**src/rtl/iptlp_pkg.sv**
```systemverilog
// shared types and constants of the inverted page table
package iptlp_pkg;
   localparam int MaxFrames = 256;
   localparam int SlotW = $clog2(MaxFrames);
   localparam int CntW = SlotW + 1;
   localparam int PageW = 17;
   localparam int PidW = 14;
   localparam int KeyW = 48;

   localparam logic [1:0] FUNC_INSERT = 2'd0;
   localparam logic [1:0] FUNC_SEARCH = 2'd1;
   localparam logic [1:0] FUNC_DELETE = 2'd2;
   localparam logic [1:0] FUNC_UNUSED = 2'd3;

   localparam logic [1:0] STAT_OK = 2'd0;
   localparam logic [1:0] STAT_FULL = 2'd1;
   localparam logic [1:0] STAT_NOT_FOUND = 2'd2;

   typedef struct packed {
      logic [1:0]       func;
      logic [PageW-1:0] page;
      logic [PidW-1:0]  pid;
      logic [KeyW-1:0]  key;
   } cmd_type;

   // decimal scale of page: 10^digits
   function automatic logic [23:0] page_scale(input logic [PageW-1:0] p);
      logic [23:0] s;
      begin
         if (p >= 17'd100000) s = 24'd1000000;
         else if (p >= 17'd10000) s = 24'd100000;
         else if (p >= 17'd1000) s = 24'd10000;
         else if (p >= 17'd100) s = 24'd1000;
         else if (p >= 17'd10) s = 24'd100;
         else s = 24'd10;
         return s;
      end
   endfunction
endpackage

```
**src/rtl/iptlp_front.sv**
```systemverilog
// front end: takes requests, forms the concatenated key, holds a small queue
module iptlp_front (
   input  logic                  clock,
   input  logic                  reset,
   input  logic                  in_valid,
   output logic                  in_ready,
   input  logic [1:0]            in_func,
   input  logic [iptlp_pkg::PageW-1:0] in_page,
   input  logic [iptlp_pkg::PidW-1:0]  in_pid,
   output logic                  q_valid,
   input  logic                  q_pop,
   output iptlp_pkg::cmd_type    q_cmd
);
   localparam int PW = iptlp_pkg::PidW + 24;

   iptlp_pkg::cmd_type q_ff [2];
   logic [1:0] cnt_ff, cnt_in;
   logic       rd_ff, rd_in, wr_ff, wr_in;
   logic       push;
   logic [PW-1:0] prod;
   logic [iptlp_pkg::KeyW-1:0] key;

   // pid * scale is 14 x 24 bits, then add page
   assign prod = PW'(in_pid) * PW'(iptlp_pkg::page_scale(in_page));
   assign key = iptlp_pkg::KeyW'(prod) + iptlp_pkg::KeyW'(in_page);
   assign in_ready = (cnt_ff != 2'd2);
   assign push = in_valid && in_ready;
   assign q_valid = (cnt_ff != 2'd0);
   assign q_cmd = q_ff[rd_ff];

   always_comb begin
      cnt_in = cnt_ff + 2'(push) - 2'(q_pop);
      wr_in = wr_ff ^ push;
      rd_in = rd_ff ^ q_pop;
   end

   always_ff @(posedge clock) begin
      if (reset) begin
         cnt_ff <= '0;
         rd_ff <= 1'b0;
         wr_ff <= 1'b0;
      end else begin
         cnt_ff <= cnt_in;
         rd_ff <= rd_in;
         wr_ff <= wr_in;
      end
      if (push) q_ff[wr_ff] <= '{in_func, in_page, in_pid, key};
   end
endmodule

```
**config.mk**
```make
export PLATFORM = sky130hd
export DESIGN_NAME = iptlp_front
export DESIGN_NICKNAME = d
export VERILOG_FILES = /design/src/rtl/iptlp_pkg.sv /design/src/rtl/iptlp_front.sv
export SDC_FILE = /design/constraint.sdc
export NUM_CORES = 1
export LEC_CHECK = 0
export ABC_CLOCK_PERIOD_IN_PS = 12800
export CORE_MARGIN = 8
export CORE_UTILIZATION = 44
export DETAILED_ROUTE_END_ITERATION = 8
export DONT_BUFFER_PORTS = 1
export PLACE_DENSITY = 0.69
export SETUP_SLACK_MARGIN = 0.1
export SLEW_MARGIN = 10
export SYNTH_ARGS = -nofsm -noshare
export SYNTH_HDL_FRONTEND = slang
export SYNTH_SLANG_ARGS = --single-unit
```
**constraint.sdc**
```tcl
create_clock -name clock -period 12.8 [get_ports clock]
set_input_delay 0.64 -clock clock [delete_from_list [all_inputs] [get_ports clock]]
set_output_delay 0.64 -clock clock [all_outputs]
set_load 0.005 [all_outputs]
```
# Word level (Yosys, flattened, before mapping)

Memories as Yosys holds them, arrays and structs flattened. A register that Yosys moved wholly into a read port is not among the register bits.
Cells that the tools add are included.

Eq/ne operators: 1
$add $sub $neg: 3
$lt $le $gt $ge: 5
Reduce and logical (&&, ||, !) cells: 2
Muxes and demuxes: 8
Multiply operators: 1
Bitwise gates (word level): 2

Operators with widths:

| cell                   | number |
|---|---|
| $add A38 B17 Y39       | 1 |
| $mul A14 B24 Y38       | 1 |
| $mux W20               | 1 |
| $ge A17 B10 Y1 const B | 1 |
| $ge A17 B14 Y1 const B | 1 |
| $ge A17 B17 Y1 const B | 1 |
| $ge A17 B4 Y1 const B  | 1 |
| $ge A17 B7 Y1 const B  | 1 |
| $mux W17               | 1 |
| $mux W14               | 1 |
| $mux W10               | 1 |
| $mux W7                | 1 |
| $mux W1                | 3 |
| $add A2 B1 Y2          | 1 |
| $ne A2 B2 Y1 const B   | 1 |
| $reduce_bool A2 Y1     | 1 |
| $sub A2 B1 Y2          | 1 |
| $xor A1 B1 Y1          | 2 |
| $logic_and A1 B1 Y1    | 1 |

Memories: 1
Flip-flop bits (word level): 4
Input port bits: 37
Output and inout bits: 83
Logic and storage cells: 26
Bits in writable memories: 144

Memory list:

| memory | depth | width | read ports | clocked after memory_dff | wr ports | RTL line          | text |
|---|---|---|---|---|---|---|---|
| q_ff   | 2     | 72    | 1          | 1                        | 1        | iptlp_front.sv:16 | `iptlp_pkg::cmd_type q_ff [2];` |

# Depth between registers and ports, before layout

Gate-level depths: netlist of run 1.

Word-level depth: 8
Gate-level depth with buffers: 29
Gate-level depth less buffers: 27

# Worst setup path after synthesis of run 1

No wires, ideal clock.

Kind: input-to-reg
From: input port in_page[11] (netlist bit)
To: memory q_ff[0][32] (netlist bit) (data pin)
Buffers on the path: 1
Setup time: 0.266 ns
Cell stages on the path: 25
Data arrival time: 6.882 ns
Path slack: 5.652 ns
Required time: 12.534 ns
Cells stage by stage: or3_4 nor3b_4 nand4_4 nor2_4 o21bai_2 buf_4 and2_1 fa_1 inv_1 fa_1 fa_1 inv_1 fa_1 fa_1 inv_1 fa_1 inv_1 ha_1 nand2_1 nor3_1 and3_1 a211o_1 a21oi_1 o21ai_1 xor2_1

Word-level cells in the longest chain between the ends: 8
Elaborated cells on any way between the ends: 12
Those cells by class: add/sub (1); mul (1); order compare (5); mux (5)

RTL lines:

| element                | RTL line          | text |
|---|---|---|
| start, declared        | iptlp_front.sv:8  | `input logic [iptlp_pkg::PageW-1:0] in_page,` |
| $ge A17 B4 Y1          | iptlp_pkg.sv:34   | `else if (p >= 17'd10) s = 24'd100;` |
| $mux W7                | iptlp_pkg.sv:34   |  |
| $mux W10               | iptlp_pkg.sv:33   | `else if (p >= 17'd100) s = 24'd1000;` |
| $mux W14               | iptlp_pkg.sv:32   | `else if (p >= 17'd1000) s = 24'd10000;` |
| $mux W17               | iptlp_pkg.sv:31   | `else if (p >= 17'd10000) s = 24'd100000;` |
| $mux W20               | iptlp_pkg.sv:30   | `if (p >= 17'd100000) s = 24'd1000000;` |
| $mul A14 B24 Y38       | iptlp_front.sv:24 | `assign prod = PW'(in_pid) * PW'(iptlp_pkg::page_scale(in_page));` |
| $add A38 B17 Y39 (*)   | iptlp_front.sv:25 | `assign key = iptlp_pkg::KeyW'(prod) + iptlp_pkg::KeyW'(in_page);` |
| named net key, one bit | iptlp_front.sv:21 | `logic [iptlp_pkg::KeyW-1:0] key;` |
| end, declared          | iptlp_front.sv:16 |  |

Mark *: on every way through the listed nets, which the timed path passes. The rest lies on a longest branch.

# Final worst setup path of run 1

From: input port in_page[11] (netlist bit)
To: memory q_ff[0][30] (netlist bit) (data pin)

The elaborated chain is that of the path after synthesis.

==> metrics.yaml, run 1 <==
placed_design:
  dpl_worst_slack_ns: 4.13
  gp_congestion: 0.887
  placed_cells: 1614
  portBuffers: 0
  dp_hpwl_mm: 24.1
die:
  rows: 65
  start_util_pct: 44.8
  dieHeight_um: 195
  pin_count: 120
  core_area_um2: 31600
  die_x_um: 195
  dieArea_um2: 38200
cells_and_area:
  final_cell_mix: "244 x inv_1, 191 x fa_1, 138 x edfxtp_1"
  fillers: 2854
  final_util_pct: 47.6
  num_antenna_cells: 0
  multi_input_area_um2: 8810
  drive_above_1_share_pct: 10.0
  fin_nets: 1591
  instances_no_fill: 1646
  final_common_cell: "inv_1"
  area_delta_synth_final_pct: 6.28
  seq_area_um2: 4230
routing:
  antenna_left: 0
  routedWlPerCell_um: 18.7
  routed_via_density: 5.24
  drt_iter0_drc: 520
  route.detailed.drc: 0
  drt_first_pass_iters: 4
  wirelength_mm: 30.8
  vias: 8629
clock_tree:
  clk_pin_slew_ns: 0.07
  cts_setup_buffers: 0
  insertion_delay_ns: 0.43
  numCtsBuffers: 17
  clockBufferDepth: 2
  htreeDepth: 4
  cts-resized-gates: 0
  cts_tree: "built"
  cts_sinks: 142
  cts_root_buf: "clkbuf_16"
  hold_buffers: 0
sta:
  final_hold_viol_count: 0
  finalSetupViolations: 0
  layout_setup_ws_ns: 4.50
  maxSlewHeadroom_pct: 25.7
  fmax_ghz: 0.120
  finClkSkew_ns: 0.0102
  rsz0062_at_grt: "false"
  period_share_pct: 64.8
  tightest_slew_ns: 1.11
  finalCriticalPeriod_ns: 8.30
  drv_slew: 0
  fin_tns_setup_ns: 0
outcome:
  outcome: "completed"
worst_setup_path:
  end_kind: "register"
  regToRegSetupSlack_ns: 10.68
  crit_arrival_ns: 8.55
  crit_path_max_fanout: 16
  critPathLaunchType: "input port"
  critPathKind: "in2reg"
  cp-startpoint: "in_page[11]"
  required_ns: 13.04
  endpoint: "q_ff[0][30]$_DFFE_PP_"
  r2r-start: "cnt_ff[0]$_SDFF_PP0_"
  r2r_end: "q_ff[1][19]$_DFFE_PP_"
  r2r_cells: 5
pwr:
  power_density_nw_per_um2: 230
  max-vdd-ir-drop_uv: 201
  leakage_nw: 6.92
run:
  cap_violations: 0
grt:
  grt_first_pass_wirelength_mm: 49.6
  grt_max_degree: 71
  track_usage_pct: 16.7
  grt_pass1_vias: 9085
  grt.overflow.total: 0
  antenna_found_initial: 0
synth:
  yosysTopAreaCell: "edfxtp_1"
  ys.flop_type: "edfxtp_1"
  synthCells: 1256
  yosysWarnings: 0
  synth_area_um2: 14200
  netlist.area_leader.share_pct: 29.3
  synth-seq-cells: 142
  ys_seq_area_share_pct: 29.8
  synth_cell_types: 58
  synth-async-reset-ratio_pct: 0
  synth.area.top_cells: "edfxtp_1 29%, fa_1 27%, ha_1 12%, inv_1 6.5%, mux2_2 5.5%"
  syn_avg_cell_area_um2: 11.3
  synth_edf_count: 138
hold_path:
  min_from: "reset"
  hold_class: "in2reg"
worst min path at each step:
stage	to	slack, ns	depth (start not counted)
global placement	cnt_ff[1]$_SDFF_PP0_	0.52	2
CTS	rd_ff$_SDFF_PP0_	0.24	1
floorplan	cnt_ff[1]$_SDFF_PP0_	0.50	2
finish	rd_ff$_SDFF_PP0_	0.27	1
detailed placement	cnt_ff[1]$_SDFF_PP0_	0.55	2
global route	rd_ff$_SDFF_PP0_	0.25	1
registers in the layout, summed over array words and instances (netlist names):
name and cells:
cnt_ff 2, rd_ff 1, wr_ff 1, q_ff 138
layout make-up:
| class | count | area share (%) |
|---|---|---|
| Clock buffer | 17 | 2.83 |
| Clock inverter | 15 | 1.01 |
| Inverter | 244 | 6.08 |
| Multi-Input combinational cell | 823 | 58.5 |
| Sequential cell | 142 | 28.1 |
| Tap cell | 402 | 3.34 |
| Timing Repair Buffer | 3 | 0.150 |
kinds of logic (layout without fill, tap and decap cells):
group / count (synthesis) / in the layout / share of synthesized area (%)
compound gates: 112 / 112 / 5.57
xor+xnor: 34 / 34 / 2.10
fa+ha+maj: 323 / 323 / 38.7
buf+inv: 301 / 279 / 8.44
flops: 142 / 142 / 29.8
mux: 69 / 69 / 5.48
other cells: 1 / 11 / 0.0265
simple gates: 274 / 274 / 9.90
critical path, cell delays in order:
cell,delay (ns)
or3_4,0.39
o311a_1,0.55
nor2_1,0.81
nor2_1,0.45
and2_1,0.31
fa_1,0.53
inv_1,0.05
fa_1,0.56
inv_1,0.06
fa_1,0.50
inv_1,0.05
fa_1,0.46
fa_1,0.54
inv_1,0.05
fa_1,0.47
ha_1,0.40
nand2_1,0.09
nor3_1,0.37
a211oi_1,0.17
o22ai_1,0.30
a21oi_1,0.21
o31ai_1,0.31
xor2_1,0.27
report_power, final:
group	switching [mW]	leakage [nW]	internal (mW)	total, mW
combinational	1.31	5.32	0.797	2.10
clock	0.214	0.277	0.274	0.487
sequential	0.0334	1.33	0.831	0.864
cell usage after synthesis, types with 10 or more instances:
cell type	instances
edfxtp_1	138
mux2_2	69
inv_1	244
buf_4	13
nand4_1	10
a21oi_1	31
fa_1	191
o21ai_0	22
nand2_1	112
xor2_1	13
nor2_1	24
a21o_1	11
buf_2	13
and2_1	97
clkbuf_1	27
ha_1	132
xnor2_1	21
layer usage:
metal | track usage [%] | wire length, um
met1 | 20.0 | 12500
met2 | 28.2 | 15500
met3 | 4.42 | 1980
met4 | 6.63 | 920
met5 | 0 | 0
stage by stage:
step / hold WS [ns] / area (um2) / total power, mW
floorplan: 0.499 / 14200 / 2.52
global placement: 0.517 / 14500 / 2.96
detailed placement: 0.550 / 14500 / 3.00
CTS: 0.244 / 15100 / 3.51
global route: 0.248 / 15100 / 3.80
finish: 0.271 / 15100 / 3.46
No activity file was read; power rests on OpenSTA's default activity.
==> run 2, diff against run 1 <==
--- a/config.mk
+++ b/config.mk
@@ -5,7 +5,7 @@
 export SDC_FILE = /design/constraint.sdc
 export NUM_CORES = 1
 export LEC_CHECK = 0
-export ABC_CLOCK_PERIOD_IN_PS = 12800
+export ABC_CLOCK_PERIOD_IN_PS = 8450
 export CORE_MARGIN = 8
 export CORE_UTILIZATION = 44
 export DETAILED_ROUTE_END_ITERATION = 8
==> constraint.sdc (replaced) <==
create_clock -name clock -period 8.45 [get_ports clock]
set_input_delay 0.4225 -clock clock [delete_from_list [all_inputs] [get_ports clock]]
set_output_delay 0.4225 -clock clock [all_outputs]
set_load 0.005 [all_outputs]
==> run 2 against run 1 <==
Compared with the run above: core utilization up 0.16 points; sequential cell count unchanged; global-route usage down 0.13 points; sequential share of layout area down 0.093 points; critical path depth up 1; non-clock buffer count up 9; design area up 0.33%; setup slack worse by 3.4 ns; combinational power up 53%.
==> metrics.yaml, run 2 (synthesized netlist as in run 1, its figures left out) <==
sta:
  period_share_pct: 86.5
  tightest_slew_ns: 0.914  # -0.199 ns
  hold_slack_ns: 0.0511  # -0.220 ns
  rsz0062_at_grt: "false"
  drv_slew: 0  # unchanged
  final_hold_viol_count: 0  # unchanged
  finalSetupViolations: 0  # unchanged
  fin_tns_setup_ns: 0  # unchanged
  maxSlewHeadroom_pct: 38.9  # +13 points
  finalCriticalPeriod_ns: 7.31
  finClkSkew_ns: 0.00741  # -0.00278 ns
  layout_setup_ws_ns: 1.14  # -3.36 ns
  fmax_ghz: 0.137
cells_and_area:
  final_cell_mix: "244 x inv_1, 191 x fa_1, 138 x edfxtp_1"
  drive_above_1_share_pct: 10.5  # +0.49 points
  area_delta_synth_final_pct: 6.63
  final_common_cell: "inv_1"
  largest_reg_flops: 138  # unchanged
  num_antenna_cells: 0  # unchanged
  instances_no_fill: 1655  # +0.55%
  fin_nets: 1600  # +0.57%
  top_regs: "q_ff x138, cnt_ff x2"
  largest_register: "q_ff"
worst_setup_path:
  critPathLaunchType: "input port"
  end_kind: "register"
  required_ns: 8.61  # -4.43 ns
  crit_arrival_ns: 7.47  # -1.08 ns
  critPathKind: "in2reg"
  crit_path_max_fanout: 18  # +2
routing:
  vias: 8712  # +0.96%
  route.detailed.drc: 0  # unchanged
  routed_via_density: 5.26  # +0.41%
  routedWlPerCell_um: 18.6  # -0.77%
  drt_first_pass_iters: 6  # +2
  drt_iter0_drc: 542  # +4.2%
  wirelength_mm: 30.8  # -0.22%
  antenna_left: 0  # unchanged
clock_tree:
  cts_root_buf: "clkbuf_16"
  numCtsBuffers: 17  # unchanged
  clk_pin_slew_ns: 0.07  # about the same
  clockBufferDepth: 2  # unchanged
  cts_tree: "built"
  cts_setup_buffers: 0  # unchanged
  htreeDepth: 4  # unchanged
  cts_sinks: 142  # unchanged
  cts-resized-gates: 0  # unchanged
  insertion_delay_ns: 0.42  # about the same
  hold_buffers: 0  # unchanged
pwr:
  swShare_pct: 44.9  # -0.048 points
  switching_power_mw: 2.35  # +51%
  combPwrFrac_pct: 61.3  # +0.4 points
  leakage_nw: 6.96  # +0.58%
  internal_power_mw: 2.88  # +51%
  p_seq_share_pct: 24.9  # about the same
  power_density_nw_per_um2: 346  # +51%
  pwr-share-clk_pct: 13.8  # -0.3 points
  max-vdd-ir-drop_uv: 284  # +41%
placed_design:
  dpl_worst_slack_ns: 0.762  # -3.37 ns
  placed_cells: 1623  # +0.56%
  dp_hpwl_mm: 24.4  # +0.99%
  gp_congestion: 0.904  # +1.9%
  portBuffers: 0  # unchanged
grt:
  grt_first_pass_wirelength_mm: 49.7  # +0.29%
  antenna_found_initial: 0  # unchanged
  busiest_layer: "met2"
  gr-usage-met2_pct: 28.1  # -0.091 points
  grt_max_degree: 55  # -23%
  met1_usage_pct: 20.4  # +0.36 points
  grt.overflow.total: 0  # unchanged
  track_usage_pct: 16.5  # -0.13 points
  met3_usage_pct: 4.21  # -0.21 points
  grt_pass1_vias: 9177  # +1.0%
die:
  die_x_um: 195  # unchanged
  dieArea_um2: 38200  # unchanged
  core_area_um2: 31600  # unchanged
  dieHeight_um: 195  # unchanged
  rows: 65  # unchanged
  start_util_pct: 44.8  # unchanged
  pin_count: 120  # unchanged
outcome:
  outcome: "completed"
run:
  cap_violations: 0  # unchanged
hold_path:
  hold_class: "in2reg"
[run 2: cell count changes in the layout (fill, tap and decap cells not counted)]
cell | previous run | this run
inv_8 | 3 | 1
clkinv_2 | 1 | 2
clkinv_1 | 0 | 2
clkinvlp_4 | 3 | 2
buf_4 | 3 | 12
[run 2: power groups by stage]
stage               Clock (mW)  Sequential (mW)  Combinational [mW]
floorplan                    0             1.30                2.51
global placement             0             1.31                3.19
detailed placement           0             1.32                3.25
CTS                      0.744             1.30                3.27
global route             0.769             1.32                3.65
finish                   0.722             1.30                3.21
[run 2: critical path: stages]
cell and delay [ns]:
or3_4 0.39, nor3b_4 0.26, nand4_4 0.32, nor2_4 0.31
nor2_1 0.26, and2_1 0.26, fa_1 0.53, inv_1 0.05
fa_1 0.55, inv_1 0.06, fa_1 0.50, inv_1 0.05
fa_1 0.46, fa_1 0.54, inv_1 0.05, fa_1 0.47
ha_1 0.39, a2111oi_2 0.43, o21ai_2 0.17, a31oi_4 0.31
o21ai_4 0.12, a31oi_4 0.29, o41ai_2 0.11, xor2_1 0.16
[run 2: cell type report]
cell class,count,area (um2)
clock inverter,15,135
multi-input combinational,823,8810
tap,402,503
timing repair buffer,12,90.1
clock buffer,17,425
sequential,142,4230
inverter,244,916
fill,2876,16500
[run 2: per-stage QoR]
| stage | power (mW) | utilization [%] | instance area [um2] |
|---|---|---|---|
| global placement | 4.50 | 46.0 | 14500 |
| CTS | 5.32 | 47.7 | 15100 |
| detailed placement | 4.56 | 46.0 | 14500 |
| floorplan | 3.82 | - | 14200 |
| finish | 5.23 | 47.7 | 15100 |
| global route | 5.73 | 47.7 | 15100 |
[run 2: path summary, 6_finish.rpt]
| path | cells past startpoint | startpoint | slack, ns | endpoint |
|---|---|---|---|---|
| max | 24 | in_page[11] | 1.14 | q_ff[0][35]$_DFFE_PP_ |
| max reg2reg | 5 | cnt_ff[0]$_SDFF_PP0_ | 6.29 | q_ff[0][24]$_DFFE_PP_ |
| min | 1 | reset | 0.05 | rd_ff$_SDFF_PP0_ |
| min reg2reg | 2 | cnt_ff[1]$_SDFF_PP0_ | 0.56 | cnt_ff[1]$_SDFF_PP0_ |
[run 2: metal layers]
| layer | vias to the layer above | wire, um |
|---|---|---|
| met4 | 0 | 648 |
| met5 | - | 0 |
| met1 | 4463 | 12500 |
| met2 | 227 | 15600 |
| met3 | 33 | 2040 |
| li1 | 3989 | - |
==> run 3, diff against run 2 <==
==> constraint.sdc (replaced) <==
create_clock -name clock -period 8.45 [get_ports clock]
set_input_delay 1.69 -clock clock [delete_from_list [all_inputs] [get_ports clock]]
set_output_delay 1.69 -clock clock [all_outputs]
set_load 0.005 [all_outputs]
==> run 3 against run 2 <==
Compared with the run above: power is 9.4% higher; die area did not move; clock skew up 0.013 ns; combinational power up 13%; core utilization up 1.1 points; highest routed layer unchanged; wire length up 1.7%; sequential cell count unchanged; register-to-register slack about the same; critical path type unchanged; non-clock buffer count is 37 higher; sequential power barely moved.
==> metrics.yaml, run 3 (synthesized netlist as in run 1, its figures left out) <==
cells_and_area:
  multi_input_area_um2: 8830  # +0.20%
  final_cell_mix: "244 x inv_1, 191 x fa_1, 138 x edfxtp_1"
  largest_reg_flops: 138  # unchanged
  seq_area_um2: 4230  # unchanged
  area_delta_synth_final_pct: 9.10
  fin_nets: 1637  # +2.3%
  final_common_cell: "inv_1"
  postLayoutCellArea_um2: 15500  # +2.3%
  fillers: 2827  # -1.7%
  drive_above_1_share_pct: 13.2  # +2.7 points
  top_regs: "q_ff x138, cnt_ff x2"
  largest_register: "q_ff"
routing:
  vias: 8850  # +1.6%
  route.detailed.drc: 0  # unchanged
  wirelength_mm: 31.3  # +1.7%
  routedWlPerCell_um: 18.5  # -0.43%
  drt_first_pass_iters: 6  # unchanged
  routed_via_density: 5.23  # -0.58%
  antenna_left: 0  # unchanged
  drt_iter0_drc: 485  # -11%
pwr:
  max-vdd-ir-drop_uv: 309  # +8.7%
  leakage_nw: 7.16  # +2.9%
  power_density_nw_per_um2: 370  # +7.0%
worst_setup_path:
  crit_path_max_fanout: 8  # -10
  critPathKind: "in2reg"
  cp_slowest_cell: "fa_1"
  cp-startpoint: "in_page[11]"
  r2r-start: "cnt_ff[0]$_SDFF_PP0_"
  r2r_end: "q_ff[1][24]$_DFFE_PP_"
  crit_arrival_ns: 8.21  # +0.74 ns
  required_ns: 8.61  # about the same
  endpoint: "q_ff[1][35]$_DFFE_PP_"
  r2r_cells: 5  # unchanged
  end_kind: "register"
  crit_path_max_incr_delay_ns: 0.56  # about the same
  regToRegSetupSlack_ns: 6.30  # about the same
  crit_chain: "or3_4 -> nor3b_4 -> o21a_1 -> nor2_1 -> nor2_1 -> buf_4 -> nand2_1 -> fa_1 -> inv_1 -> fa_1 -> fa_1 -> fa_1 -> fa_1 -> inv_1 -> fa_1 -> inv_1 -> ha_1 -> nand2_1 -> o221ai_1 -> a31oi_4 -> o21ai_4 -> a31oi_4 -> o41ai_2 -> xor2_1"
  critPathLaunchType: "input port"
  critPathMostFrequentCell: "fa_1"
clock_tree:
  numCtsBuffers: 17  # unchanged
  htreeDepth: 4  # unchanged
  cts-resized-gates: 0  # unchanged
  clockBufferDepth: 2  # unchanged
  clk_pin_slew_ns: 0.06  # about the same
  cts_root_buf: "clkbuf_16"
  hold_buffers: 0  # unchanged
  cts_sinks: 142  # unchanged
  cts_setup_buffers: 0  # unchanged
  cts_tree: "built"
  insertion_delay_ns: 0.44  # +0.02 ns
die:
  dieArea_um2: 38200  # unchanged
  dieHeight_um: 195  # unchanged
  pin_count: 120  # unchanged
  die_x_um: 195  # unchanged
  core_area_um2: 31600  # unchanged
  start_util_pct: 44.8  # unchanged
  rows: 65  # unchanged
placed_design:
  place_area_um2: 14800  # +2.0%
  dp_hpwl_mm: 24.8  # +1.7%
  portBuffers: 0  # unchanged
  gp_congestion: 0.880  # -2.7%
grt:
  antenna_found_initial: 0  # unchanged
  grt.overflow.total: 0  # unchanged
  grt_first_pass_wirelength_mm: 51.2  # +3.0%
  grt_max_degree: 71  # +29%
  grt_pass1_vias: 9481  # +3.3%
  track_usage_pct: 17.1  # +0.53 points
sta:
  final_hold_viol_count: 0  # unchanged
  finalSetupViolations: 0  # unchanged
  tightest_slew_ns: 0.997  # +0.0836 ns
  finClkSkew_ns: 0.0203  # +0.0128 ns
  maxSlewHeadroom_pct: 33.5  # -5.4 points
  finalCriticalPeriod_ns: 8.05  # +0.736 ns
  period_share_pct: 95.2  # +8.7 points
  fmax_ghz: 0.124  # -9.1%
  fin_tns_setup_ns: 0  # unchanged
  rsz0062_at_grt: "true"
  drv_slew: 0  # unchanged
run:
  cap_violations: 0  # unchanged
hold_path:
  hold_class: "reg2reg"
  hold_depth: 2  # +1
outcome:
  outcome: "completed"
==> run 3: cell type report <==
cell class | count | area share [%]
Clock inverter | 13 | 1.13
Inverter | 244 | 5.93
Sequential cell | 142 | 27.4
Antenna cell | 1 | 0.0162
Clock buffer | 17 | 2.75
Tap cell | 402 | 3.25
Timing Repair Buffer | 49 | 2.46
Multi-Input combinational cell | 823 | 57.1
==> run 3: metal layers <==
| metal | vias up | GRT usage, % | wire length [um] | part of all wire [%] |
|---|---|---|---|---|
| met5 | - | 0 | 0 | 0 |
| met2 | 204 | 29.5 | 15800 | 51 |
| met1 | 4546 | 21.1 | 13200 | 42 |
| met3 | 28 | 4.20 | 1770 | 5.6 |
| li1 | 4072 | - | - | - |
| met4 | 0 | 4.58 | 488 | 1.6 |
==> run 3: power breakdown <==
group / internal [mW] / leakage [nW] / switching, mW / total, mW
clock: 0.487 / 0.287 / 0.294 / 0.781
sequential: 1.26 / 1.33 / 0.0524 / 1.31
combinational: 1.56 / 5.55 / 2.08 / 3.63
total: 3.30 / 7.16 / 2.42 / 5.72
==> run 3: per-stage QoR <==
stage	power (mW)	setup slack, ns	util [%]	cells	hold slack [ns]
2_1_floorplan	3.82	0.252	-	1266	0.499
3_3_place_gp	4.91	0.0731	46.9	1660	0.522
3_5_place_dp	4.97	-0.0266	46.9	1660	0.527
4_1_cts	5.79	0.435	48.8	1690	0.551
5_1_grt	6.25	0.0921	48.8	1690	0.578
6_report	5.72	0.403	48.9	1691	0.541
==> run 3: critical path, delay by kind of cell <==
kind,cells,cell delay [ns]
and+or+nand+nor,6,1.18
xor gates and xnor gates,1,0.13
adders and majority gates,7,3.54
buffers and inverters,4,0.39
AOI/OAI and AO/OA,6,1.26
==> run 3: worst min path at each step <==
| stage | start | to | slack [ns] |
|---|---|---|---|
| after floorplan | cnt_ff[1]$_SDFF_PP0_ | cnt_ff[1]$_SDFF_PP0_ | 0.50 |
| after global placement | cnt_ff[1]$_SDFF_PP0_ | cnt_ff[1]$_SDFF_PP0_ | 0.52 |
| after detailed placement | cnt_ff[1]$_SDFF_PP0_ | cnt_ff[1]$_SDFF_PP0_ | 0.53 |
| after CTS | cnt_ff[1]$_SDFF_PP0_ | cnt_ff[1]$_SDFF_PP0_ | 0.55 |
| after global routing | cnt_ff[1]$_SDFF_PP0_ | cnt_ff[1]$_SDFF_PP0_ | 0.58 |
| final | cnt_ff[1]$_SDFF_PP0_ | cnt_ff[1]$_SDFF_PP0_ | 0.54 |
